--- src/rtl/bbtc_pkg.sv ---
// Package for the block buffer tag cache: field widths, request and result codes,
// and the control word that the sequencer sends to the tag store.
// No dependencies.
package bbtc_pkg;

    localparam int ACTION_W = 2;
    localparam int BLOCK_W  = 15;
    localparam int KIND_W   = 2;
    localparam int SLOT_W   = 4;

    // request codes
    localparam logic [ACTION_W-1:0] ACT_READ  = 2'd0;
    localparam logic [ACTION_W-1:0] ACT_WRITE = 2'd1;
    localparam logic [ACTION_W-1:0] ACT_SYNC  = 2'd2;

    // result codes
    localparam logic [KIND_W-1:0] KIND_DONE      = 2'd0;
    localparam logic [KIND_W-1:0] KIND_WRITEBACK = 2'd1;
    localparam logic [KIND_W-1:0] KIND_FETCH     = 2'd2;

    typedef struct packed {
        logic rd_en;    // read tag and valid bit at the read address
        logic wr_en;    // write tag and set valid at the write address
        logic clr_all;  // drop every valid bit (write, if any, still sets its own)
    } store_ctl_t;

endpackage

--- src/rtl/bbtc_tag_store.sv ---
// Tag store of the block buffer tag cache: tag memory with a registered read port
// and one valid flip-flop per slot. Depends on bbtc_pkg.
module bbtc_tag_store #(
    parameter int SLOTS = 16
) (
    input  logic                              clk,
    input  logic                              rst_n,
    input  bbtc_pkg::store_ctl_t              ctl,
    input  logic [$clog2(SLOTS)-1:0]          rd_addr,
    input  logic [$clog2(SLOTS)-1:0]          wr_addr,
    input  logic [bbtc_pkg::BLOCK_W-1:0]      wr_tag,
    output logic [bbtc_pkg::BLOCK_W-1:0]      rd_tag,
    output logic                              rd_valid
);
    import bbtc_pkg::*;

    logic [BLOCK_W-1:0] tag_mem [SLOTS];
    logic [SLOTS-1:0]   valid_reg;
    logic [SLOTS-1:0]   valid_next;
    logic [BLOCK_W-1:0] rd_tag_reg;
    logic               rd_valid_reg;

    always_ff @(posedge clk)
    begin
        if (ctl.wr_en)
        begin
            tag_mem[wr_addr] <= wr_tag;
        end
        if (ctl.rd_en)
        begin
            rd_tag_reg <= tag_mem[rd_addr];
        end
    end

    always_comb
    begin
        valid_next = valid_reg;
        if (ctl.clr_all)
        begin
            valid_next = '0;
        end
        if (ctl.wr_en)
        begin
            valid_next[wr_addr] = 1'b1;
        end
    end

    always_ff @(posedge clk or negedge rst_n)
    begin
        if (!rst_n)
        begin
            valid_reg    <= '0;
            rd_valid_reg <= 1'b0;
        end
        else
        begin
            valid_reg <= valid_next;
            if (ctl.rd_en)
            begin
                rd_valid_reg <= valid_reg[rd_addr];
            end
        end
    end

    assign rd_tag   = rd_tag_reg;
    assign rd_valid = rd_valid_reg;

endmodule

--- src/rtl/bbtc_seq.sv ---
// Sequencer of the block buffer tag cache: sweeps the tag store one slot a cycle
// through a shared tag compare and issues the result words. Depends on bbtc_pkg.
module bbtc_seq #(
    parameter int SLOTS = 16
) (
    input  logic                              clk,
    input  logic                              rst_n,
    input  logic                              start,
    input  logic [bbtc_pkg::ACTION_W-1:0]     action,
    input  logic [bbtc_pkg::BLOCK_W-1:0]      block_number,
    output logic                              busy,
    output bbtc_pkg::store_ctl_t              ctl,
    output logic [$clog2(SLOTS)-1:0]          rd_addr,
    output logic [$clog2(SLOTS)-1:0]          wr_addr,
    output logic [bbtc_pkg::BLOCK_W-1:0]      wr_tag,
    input  logic [bbtc_pkg::BLOCK_W-1:0]      rd_tag,
    input  logic                              rd_valid,
    output logic                              res_valid,
    output logic [bbtc_pkg::KIND_W-1:0]       res_kind,
    output logic [$clog2(SLOTS)-1:0]          res_slot,
    output logic [bbtc_pkg::BLOCK_W-1:0]      res_block,
    output logic                              res_last
);
    import bbtc_pkg::*;

    localparam int            SW       = $clog2(SLOTS);
    localparam logic [SW-1:0] LAST_IDX = SW'(SLOTS - 1);

    typedef enum logic [4:0] {
        ST_IDLE  = 5'b00001,
        ST_SCAN  = 5'b00010,
        ST_SWEEP = 5'b00100,
        ST_FETCH = 5'b01000,
        ST_DONE  = 5'b10000
    } state_t;

    state_t              state_reg, state_next;
    logic [ACTION_W-1:0] act_reg, act_next;
    logic [BLOCK_W-1:0]  blk_reg, blk_next;
    logic [SW-1:0]       issue_idx_reg, issue_idx_next;
    logic                issue_live_reg, issue_live_next;
    logic [SW-1:0]       cmp_idx_reg, cmp_idx_next;
    logic                cmp_live_reg, cmp_live_next;
    logic                free_found_reg, free_found_next;
    logic [SW-1:0]       free_idx_reg, free_idx_next;
    logic [SW-1:0]       chosen_reg, chosen_next;
    logic                evict_reg, evict_next;

    logic                hit;
    logic                is_rw;

    assign hit   = rd_valid && (rd_tag == blk_reg);
    assign is_rw = (act_reg == ACT_READ) || (act_reg == ACT_WRITE);

    always_comb
    begin
        state_next      = state_reg;
        act_next        = act_reg;
        blk_next        = blk_reg;
        issue_idx_next  = issue_idx_reg;
        issue_live_next = issue_live_reg;
        cmp_idx_next    = cmp_idx_reg;
        cmp_live_next   = 1'b0;
        free_found_next = free_found_reg;
        free_idx_next   = free_idx_reg;
        chosen_next     = chosen_reg;
        evict_next      = evict_reg;

        ctl       = '0;
        rd_addr   = issue_idx_reg;
        wr_addr   = chosen_reg;
        wr_tag    = blk_reg;
        res_valid = 1'b0;
        res_kind  = KIND_DONE;
        res_slot  = chosen_reg;
        res_block = blk_reg;
        res_last  = 1'b0;

        // read issue runs one slot ahead of the compare
        if (issue_live_reg && (state_reg == ST_SCAN || state_reg == ST_SWEEP))
        begin
            ctl.rd_en     = 1'b1;
            cmp_live_next = 1'b1;
            cmp_idx_next  = issue_idx_reg;
            if (issue_idx_reg == LAST_IDX)
            begin
                issue_live_next = 1'b0;
            end
            else
            begin
                issue_idx_next = issue_idx_reg + 1'b1;
            end
        end

        unique case (state_reg)
            ST_IDLE:
            begin
                if (start)
                begin
                    act_next        = action;
                    blk_next        = block_number;
                    issue_idx_next  = '0;
                    free_found_next = 1'b0;
                    evict_next      = 1'b0;
                    chosen_next     = '0;
                    if (action == ACT_READ || action == ACT_WRITE)
                    begin
                        issue_live_next = 1'b1;
                        state_next      = ST_SCAN;
                    end
                    else if (action == ACT_SYNC)
                    begin
                        issue_live_next = 1'b1;
                        state_next      = ST_SWEEP;
                    end
                    else
                    begin
                        issue_live_next = 1'b0;
                        state_next      = ST_DONE;
                    end
                end
            end

            ST_SCAN:
            begin
                if (cmp_live_reg)
                begin
                    if (hit)
                    begin
                        chosen_next     = cmp_idx_reg;
                        issue_live_next = 1'b0;
                        cmp_live_next   = 1'b0;
                        state_next      = ST_DONE;
                    end
                    else
                    begin
                        if (!rd_valid && !free_found_reg)
                        begin
                            free_found_next = 1'b1;
                            free_idx_next   = cmp_idx_reg;
                        end
                        if (cmp_idx_reg == LAST_IDX)
                        begin
                            if (free_found_reg || !rd_valid)
                            begin
                                chosen_next = free_found_reg ? free_idx_reg : cmp_idx_reg;
                                ctl.wr_en   = 1'b1;
                                wr_addr     = chosen_next;
                                state_next  = (act_reg == ACT_READ) ? ST_FETCH : ST_DONE;
                            end
                            else
                            begin
                                // table full: write back every slot, then reuse slot 0
                                evict_next      = 1'b1;
                                issue_idx_next  = '0;
                                issue_live_next = 1'b1;
                                cmp_live_next   = 1'b0;
                                state_next      = ST_SWEEP;
                            end
                        end
                    end
                end
            end

            ST_SWEEP:
            begin
                if (cmp_live_reg)
                begin
                    if (rd_valid)
                    begin
                        res_valid = 1'b1;
                        res_kind  = KIND_WRITEBACK;
                        res_slot  = cmp_idx_reg;
                        res_block = rd_tag;
                    end
                    if (cmp_idx_reg == LAST_IDX)
                    begin
                        chosen_next = '0;
                        if (evict_reg)
                        begin
                            ctl.clr_all = 1'b1;
                            ctl.wr_en   = 1'b1;
                            wr_addr     = '0;
                            state_next  = (act_reg == ACT_READ) ? ST_FETCH : ST_DONE;
                        end
                        else
                        begin
                            state_next = ST_DONE;
                        end
                    end
                end
            end

            ST_FETCH:
            begin
                res_valid  = 1'b1;
                res_kind   = KIND_FETCH;
                state_next = ST_DONE;
            end

            ST_DONE:
            begin
                res_valid  = 1'b1;
                res_kind   = KIND_DONE;
                res_block  = is_rw ? blk_reg : '0;
                res_last   = 1'b1;
                state_next = ST_IDLE;
            end

            default:
            begin
                state_next = ST_IDLE;
            end
        endcase
    end

    always_ff @(posedge clk or negedge rst_n)
    begin
        if (!rst_n)
        begin
            state_reg      <= ST_IDLE;
            issue_live_reg <= 1'b0;
            cmp_live_reg   <= 1'b0;
            free_found_reg <= 1'b0;
            evict_reg      <= 1'b0;
        end
        else
        begin
            state_reg      <= state_next;
            issue_live_reg <= issue_live_next;
            cmp_live_reg   <= cmp_live_next;
            free_found_reg <= free_found_next;
            evict_reg      <= evict_next;
        end
    end

    always_ff @(posedge clk)
    begin
        act_reg       <= act_next;
        blk_reg       <= blk_next;
        issue_idx_reg <= issue_idx_next;
        cmp_idx_reg   <= cmp_idx_next;
        free_idx_reg  <= free_idx_next;
        chosen_reg    <= chosen_next;
    end

    assign busy = (state_reg != ST_IDLE);

endmodule

--- src/rtl/block_buffer_tag_cache.sv ---
// Top level of the block buffer tag cache: sequencer, tag store and result register.
// Depends on bbtc_pkg, bbtc_seq and bbtc_tag_store.
//
// Usage
//   A request word (action, block_number) is taken at a rising edge with start high
//   and busy low. busy then stays high until the final result word is shown.
//   Result words (kind, slot, disk_block, last) each appear for exactly one cycle,
//   marked by strobe; the receiver takes every one and cannot stall the block.
//   Every request ends with a done word that has last set.
// Operation
//   Read or write lookup: the tag store is swept one slot a cycle through a single
//   tag compare; a hit stops the sweep. A miss into a free slot adds a fetch word
//   (read) and the done word. A miss on a full table sweeps again, one write-back
//   word a cycle, then fetch (read) and done. Sync sweeps once, one write-back per
//   valid slot, then done. The rate is set by the single read port of the tag
//   memory and the one compare.
// Reset
//   rst_n clears every valid bit at once: all slots free, the block idle.
//   No clearing pass is needed; tags of free slots are never reported.
module block_buffer_tag_cache #(
    parameter int SLOTS = 16
) (
    input  logic                              clk,
    input  logic                              rst_n,
    input  logic                              start,
    output logic                              busy,
    input  logic [bbtc_pkg::ACTION_W-1:0]     action,
    input  logic [bbtc_pkg::BLOCK_W-1:0]      block_number,
    output logic                              strobe,
    output logic [bbtc_pkg::KIND_W-1:0]       kind,
    output logic [bbtc_pkg::SLOT_W-1:0]       slot,
    output logic [bbtc_pkg::BLOCK_W-1:0]      disk_block,
    output logic                              last
);
    import bbtc_pkg::*;

    localparam int SW = $clog2(SLOTS);

    store_ctl_t         ctl;
    logic [SW-1:0]      rd_addr;
    logic [SW-1:0]      wr_addr;
    logic [BLOCK_W-1:0] wr_tag;
    logic [BLOCK_W-1:0] rd_tag;
    logic               rd_valid;

    logic               res_valid;
    logic [KIND_W-1:0]  res_kind;
    logic [SW-1:0]      res_slot;
    logic [BLOCK_W-1:0] res_block;
    logic               res_last;

    // result register: each word is held for exactly one cycle
    logic               strobe_reg;
    logic [KIND_W-1:0]  kind_reg;
    logic [SLOT_W-1:0]  slot_reg;
    logic [BLOCK_W-1:0] block_reg;
    logic               last_reg;

    bbtc_seq #(
        .SLOTS (SLOTS)
    ) u_seq (
        .clk          (clk),
        .rst_n        (rst_n),
        .start        (start),
        .action       (action),
        .block_number (block_number),
        .busy         (busy),
        .ctl          (ctl),
        .rd_addr      (rd_addr),
        .wr_addr      (wr_addr),
        .wr_tag       (wr_tag),
        .rd_tag       (rd_tag),
        .rd_valid     (rd_valid),
        .res_valid    (res_valid),
        .res_kind     (res_kind),
        .res_slot     (res_slot),
        .res_block    (res_block),
        .res_last     (res_last)
    );

    bbtc_tag_store #(
        .SLOTS (SLOTS)
    ) u_store (
        .clk      (clk),
        .rst_n    (rst_n),
        .ctl      (ctl),
        .rd_addr  (rd_addr),
        .wr_addr  (wr_addr),
        .wr_tag   (wr_tag),
        .rd_tag   (rd_tag),
        .rd_valid (rd_valid)
    );

    always_ff @(posedge clk or negedge rst_n)
    begin
        if (!rst_n)
        begin
            strobe_reg <= 1'b0;
        end
        else
        begin
            strobe_reg <= res_valid;
        end
    end

    // payload: load only with a word, truncate or extend the slot to the port width
    always_ff @(posedge clk)
    begin
        if (res_valid)
        begin
            kind_reg  <= res_kind;
            slot_reg  <= SLOT_W'(res_slot);
            block_reg <= res_block;
            last_reg  <= res_last;
        end
    end

    assign strobe     = strobe_reg;
    assign kind       = kind_reg;
    assign slot       = slot_reg;
    assign disk_block = block_reg;
    assign last       = last_reg;

endmodule

--- config.mk ---
export PLATFORM = sky130hd
export DESIGN_NAME = block_buffer_tag_cache
export DESIGN_NICKNAME = d
export VERILOG_FILES = /design/src/rtl/bbtc_pkg.sv /design/src/rtl/bbtc_tag_store.sv /design/src/rtl/bbtc_seq.sv /design/src/rtl/block_buffer_tag_cache.sv
export SDC_FILE = /design/constraint.sdc
export NUM_CORES = 1
export LEC_CHECK = 0
export BUFFER_PORTS_ARGS = -buffer_cell sky130_fd_sc_hd__buf_2
export CAP_MARGIN = 20
export CORE_ASPECT_RATIO = 1.5
export CORE_MARGIN = 2
export CORE_UTILIZATION = 25
export DETAILED_ROUTE_END_ITERATION = 16
export SLEW_MARGIN = 15
export SYNTH_ARGS = -nofsm -noshare
export SYNTH_HDL_FRONTEND = slang
export SYNTH_HIERARCHICAL = 1
export SYNTH_SLANG_ARGS = --single-unit
export TNS_END_PERCENT = 100
--- constraint.sdc ---
create_clock -name clk -period 7.3 [get_ports clk]
set_input_delay 0 -clock clk [delete_from_list [all_inputs] [get_ports clk]]
set_output_delay 0 -clock clk [all_outputs]
set_load 0.03 [all_outputs]
* After elaboration in Yosys (flattened, before gate mapping)
Memories as Yosys holds them, arrays and structs flattened. A register that Yosys moved wholly into a read port is not among the register bits. Cells that the tools add are included.
Storage, ports and cells: memories 1, register bits 82, memory bits (writable) 240
Memory list:
- u_store.tag_mem | depth 16, bits a word 15, read ports 1, clocked after Yosys merged registers in 1, write ports 1, RTL line bbtc_tag_store.sv:17 | logic [BLOCK_W-1:0] tag_mem [SLOTS];
Operators by class: muxes and demuxes 92, reductions and logical operators 21, $lt $le $gt $ge 3, bitwise logic cells 2, add/sub/neg operators 1, eq/ne operators 21
Operators by type and width (number):
- $mux 4 | 23
- $mux 5 | 11
- $mux 15 | 3
- $mux 1 | 36
- $mux 16 | 2
- $pmux 15 s2 | 1
- $pmux 5 s4 | 1
- $or 16x16->16 | 1
- $pmux 4 s2 | 2
- $eq 15x15->1 | 1
- $reduce_and 5->1 | 3
- $ne 2x2->1 const B | 6
- $pmux 4 s3 | 1
- $lt 4x5->1 const B | 2
- $pmux 1 s2 | 5
- $eq 4x4->1 const B | 2
- $mux 2 | 4
- $reduce_and 6->1 | 1
- $eq 5x1->1 const B | 1
- $eq 5x2->1 const B | 1
- $eq 5x3->1 const B | 1
- $eq 5x4->1 const B | 1
- $eq 5x5->1 const B | 1
- $ne 5x1->1 const B | 1
- 19 further kinds | 29

* Depth between registers and ports, before layout
word-level depth 13, mapped depth 9, gate-level depth less buffers 8

* Cells and area by module
The synthesis kept the hierarchy.
Modules (own cells, without submodules):
- bbtc_tag_store | area each 10433.8 um2, instances 1, cells each 414, seq. area each 8082.8 um2
- bbtc_seq | area each 2308.5 um2, instances 1, cells each 209, seq. area each 1177.4 um2
- block_buffer_tag_cache | area each 685.7 um2, instances 1, cells each 23, seq. area each 685.7 um2

* Worst setup path after synthesis
OpenSTA, ideal clock, no wires.
path kind register to register, start register u_seq.blk_reg[7] (netlist: u_seq/wr_tag[7]), end memory u_store.tag_mem[0][0] (enable), library setup time 0.408 ns, cell stages (with the launch flop) 8, data arrival time 3.283 ns, slack 3.608 ns, cell sequence edfxtp_1 > xnor2_1 > nand4_1 > nor4_4 > nor2_2 > mux2i_1 > or3b_2 > nor3_1
Between the ends: elaborated cells between the ends (all ways) 10, classes of those cells eq/ne: 1; mux: 8; reduce/logical: 1
RTL lines:
- start: declaration | RTL line bbtc_seq.sv:39 | logic [BLOCK_W-1:0] blk_reg, blk_next;
- start signal: assignment | RTL line bbtc_seq.sv:240 | blk_reg <= blk_next;
- $eq 15x15->1 | RTL line bbtc_seq.sv:52 | assign hit = rd_valid && (rd_tag == blk_reg);
- $logic_and 1x1->1 | RTL line bbtc_seq.sv:52
- $mux 4 | RTL line bbtc_seq.sv:128 | if (hit)
- $mux 4 | RTL line bbtc_seq.sv:126 | if (cmp_live_reg)
- $pmux 4 s2 | RTL line bbtc_seq.sv:95 | unique case (state_reg)
- named net wr_addr[3] | RTL line block_buffer_tag_cache.sv:41 | logic [SW-1:0] wr_addr;
- end: declaration | RTL line bbtc_tag_store.sv:17
The timed path passes the listed nets, and every way through them passes these cells.

* Worst setup path after layout
start register u_seq.blk_reg[8] (netlist: u_seq/wr_tag[8]), end memory u_store.tag_mem[1][9] (enable)
Same word-level chain as after synthesis.

==> flow_summary.yaml <==
synth:
  postSynthRegisterBits: 337
  synth-async-reset-ratio_pct: 8.01
  synthesis.instances: 646
  synth_area_um2: 13400
  syn-mean-instance-area_um2: 20.8
  synthDistinctLibCells: 56
  syn_nets: 667
  postSynth.topFlopCell: "sky130_fd_sc_hd__edfxtp_1"
  synth_enable_flop_cells: 306
  share_of_the_yosys_chip_area_belonging_to_registers_pct: 74.1
  synth-warning-count: 6
sta:
  fin_tns_setup_ps: 0
  final_max_slew_viol_count: 0
  maximum_operating_frequency_mhz: 248
  hold_violations: 0
  max-slew-margin-rel_pct: 23.8
  finClkSkew_ps: 13.7
  layout_min_cycle_time_ps: 4040
  final_min_period_over_clock_period_pct: 55.3
  grt_setup_unrepaired: "false"
  max_slew.worst_pin.slew_ps: 1140
  setup_viol: 0
place:
  io_buffer_count: 43
  final_replace_weighted_congestion: 0.819
  place_hpwl_mm: 18.5
critical_path:
  path_common_cell: "sky130_fd_sc_hd__nor2_2"
  critical_path.cell_chain: "xnor2_1, nand4_1, nor4_4, buf_4, nor2_2, mux2i_1, nand2b_1, nor2_2"
  critPathSlowestCell: "sky130_fd_sc_hd__nor2_2"
  critical_path_required_ps: 7430
  critical_path_class: "reg -> reg"
  worst_r2r_endpoint: "u_store/tag_mem[1][9]"
  flop2flop_setup_slack_ps: 3260
  critical-path-max-stage-delay_ps: 900
  launch_instance_of_the_worst_register_to_register_path: "u_seq/wr_tag[8]"
  cp-start-kind: "flip-flop"
  timing.reg2reg.worst_path_depth: 8
  cp_num_cells: 8
  crit_path_end_kind: "flip-flop"
  critPathMaxFanout: 18
  cpLargestDelayFamily: "simple AND/OR/NAND/NOR gates"
  timing.critical_path.buf_inv: 1
  worst_ep_arrival_time_ps: 4170
floorplan:
  io-pin-count: 44
  std_cell_rows: 104
  coreArea_um2: 53400
  start_util_pct: 25.2
  die_width_um: 193
  die_h_um: 288
  dieArea_um2: 55600
layout:
  largest_register_ffs: 240
  multi_input_comb_area_um2: 3340
  final_layout_size_suffix_gt1_share_pct: 24.8
  seq_area_um2: 9950
  final_nets: 762
  n_antenna_cell: 0
  fillers: 5168
  areaGrowthSynthToFinish_pct: 18.5
cts:
  clock-sinks: 337
  cts_max_level: 2
  cts-root-to-sink-buffers: 3
  clkLatencyLatePin_ps: 520
  clock_transition_at_the_registers_of_the_reported_paths_ps: 60
  cts-buffers-inserted: 34
  cts.root.buffer_cell: "sky130_fd_sc_hd__clkbuf_16"
  tritoncts: "yes"
  cts.repair.resized: 0
global_routing:
  grt_pass1_vias: 6919
  globalRouteOverflowTotal: 0
  grt_max_degree: 69
  initial_antenna_violation_count: 0
  grt_pass1_wl_mm: 45.5
  gr-usage-all-layers_pct: 10.9
drt:
  antenna_violation_net_count_after_detailed_routing: 0
  drt-vias-per-instance: 4.62
  dr.pass1.iters: 5
  drc_errors_left: 0
  routed_wl_mm: 30.6
  dr_total_vias: 6722
  drt_iter0_drc: 542
  wl_per_cell_um: 21.0
pwr:
  total_power_mw: 4.98
  powerDensity_nw_per_um2: 313
  vdd.ir_drop.worst_uv: 151
  cellLeakagePower_nw: 5.32
worst_hold_path:
  worst_hold_path_type: "in -> async"
status:
  status: "finished, final reports clean"
run:
  max_cap_viols: 0
layer usage:
| layer | up-vias | global-route usage (%) | share of wire, % |
|---|---|---|---|
| met3 | 46 | 1.73 | 4.1 |
| met4 | 0 | 3.68 | 2.7 |
| met2 | 183 | 19.3 | 52 |
| met1 | 3593 | 13.4 | 41 |
| li1 | 2900 | - | - |
| met5 | - | 0 | 0 |
per-stage QoR:
step | util (%) | instance area (µm²) | cells | worst slack (ps) | hold slack [ps]
2_1_floorplan | - | 13400 | 646 | 3610 | -296
3_3_place_gp | 27.2 | 14500 | 1369 | 3240 | 65.6
3_5_place_dp | 27.3 | 14600 | 1371 | 3110 | 80.7
4_1_cts | 29.7 | 15900 | 1450 | 3100 | 113
5_1_grt | 29.8 | 15900 | 1454 | 3000 | 159
6_report | 29.8 | 15900 | 1454 | 3260 | 82.5
where the power goes:
part | internal [mW] | switching, mW
logic | 0.344 | 0.407
clock network | 1.04 | 0.712
registers | 2.30 | 0.171
layout make-up:
class	count	share of cell area, %
clock buffer	46	6.09
clock inverter	14	0.912
inverter	8	0.189
multi-input combinational	274	21.0
sequential	337	62.5
tap	689	5.42
timing repair buffer	86	3.91
what timing repair did:
action	4_1_cts	5_1_grt
hold buffers	19	0
endpoints found under the setup margin	0	0
setup buffers	0	0
hold endpoints to repair	50	0
cells by family (layout without fill, tap and decap cells):
family,Yosys count,count (layout),share of synthesized area [%]
compound gates,66,66,3.62
xor+xnor,17,17,1.11
fa+ha+maj,1,1,0.0932
buf+inv,35,154,1.50
flops,337,337,74.1
mux,94,94,15.6
simple gates,96,96,4.00
cells in the final DEF, fill, tap and decap left out, types with 8 or more instances in the layout:
cell type	n
sky130_fd_sc_hd__a21oi_1	10
sky130_fd_sc_hd__o22ai_1	8
sky130_fd_sc_hd__clkbuf_1	8
sky130_fd_sc_hd__edfxtp_1	306
sky130_fd_sc_hd__dlygate4sd3_1	19
sky130_fd_sc_hd__mux4_2	36
sky130_fd_sc_hd__xnor2_1	15
sky130_fd_sc_hd__mux4_1	43
sky130_fd_sc_hd__nand4_1	11
sky130_fd_sc_hd__clkbuf_16	37
sky130_fd_sc_hd__nand2_1	22
sky130_fd_sc_hd__mux2i_1	10
sky130_fd_sc_hd__a22o_1	15
sky130_fd_sc_hd__buf_4	18
sky130_fd_sc_hd__buf_2	43
sky130_fd_sc_hd__dfrtp_1	26
sky130_fd_sc_hd__a21o_1	17
sky130_fd_sc_hd__nor2_2	13
synthesized netlist by cell type (3+ instances only):
| library cell | instances | area share, % |
|---|---|---|
| sky130_fd_sc_hd__mux4_2 | 36 | 6.0 |
| sky130_fd_sc_hd__mux2i_1 | 10 | 0.75 |
| sky130_fd_sc_hd__nand3_1 | 4 | 0.15 |
| sky130_fd_sc_hd__or2_2 | 4 | 0.19 |
| sky130_fd_sc_hd__inv_1 | 7 | 0.20 |
| sky130_fd_sc_hd__clkbuf_1 | 8 | 0.22 |
| sky130_fd_sc_hd__xnor2_1 | 15 | 0.98 |
| sky130_fd_sc_hd__and3_1 | 4 | 0.19 |
| sky130_fd_sc_hd__buf_2 | 8 | 0.30 |
| sky130_fd_sc_hd__a22oi_1 | 3 | 0.17 |
| sky130_fd_sc_hd__buf_6 | 5 | 0.42 |
| sky130_fd_sc_hd__nor2_1 | 18 | 0.50 |
| sky130_fd_sc_hd__a22o_1 | 15 | 0.98 |
| sky130_fd_sc_hd__dfxtp_1 | 4 | 0.60 |
| sky130_fd_sc_hd__dfrtp_1 | 26 | 4.8 |
| sky130_fd_sc_hd__a21oi_1 | 10 | 0.37 |
| sky130_fd_sc_hd__mux4_1 | 43 | 8.4 |
| sky130_fd_sc_hd__edfxtp_1 | 306 | 68 |
| sky130_fd_sc_hd__nand4_1 | 11 | 0.51 |
| sky130_fd_sc_hd__o22ai_1 | 8 | 0.37 |
| sky130_fd_sc_hd__nand2_1 | 22 | 0.61 |
| sky130_fd_sc_hd__or3_1 | 3 | 0.14 |
| sky130_fd_sc_hd__buf_1 | 4 | 0.11 |
| sky130_fd_sc_hd__a21o_1 | 17 | 0.95 |
| sky130_fd_sc_hd__mux2_2 | 5 | 0.42 |
| sky130_fd_sc_hd__nor3_1 | 7 | 0.26 |
| sky130_fd_sc_hd__nand2b_1 | 6 | 0.28 |
how the worst max path moves through the flow:
stage,startpoint,to
finish,u_seq/wr_tag[8],u_store/tag_mem[1][9]
global route,u_seq/wr_tag[8],u_store/tag_mem[1][7]
CTS,u_seq/wr_tag[8],u_store/tag_mem[2][8]
detailed placement,u_seq/wr_tag[8],u_store/tag_mem[2][7]
global placement,u_seq/wr_tag[8],u_store/tag_mem[14][9]
floorplan,u_seq/wr_tag[7],u_store/tag_mem[0][0]
Power figures use the tool's default switching activity.
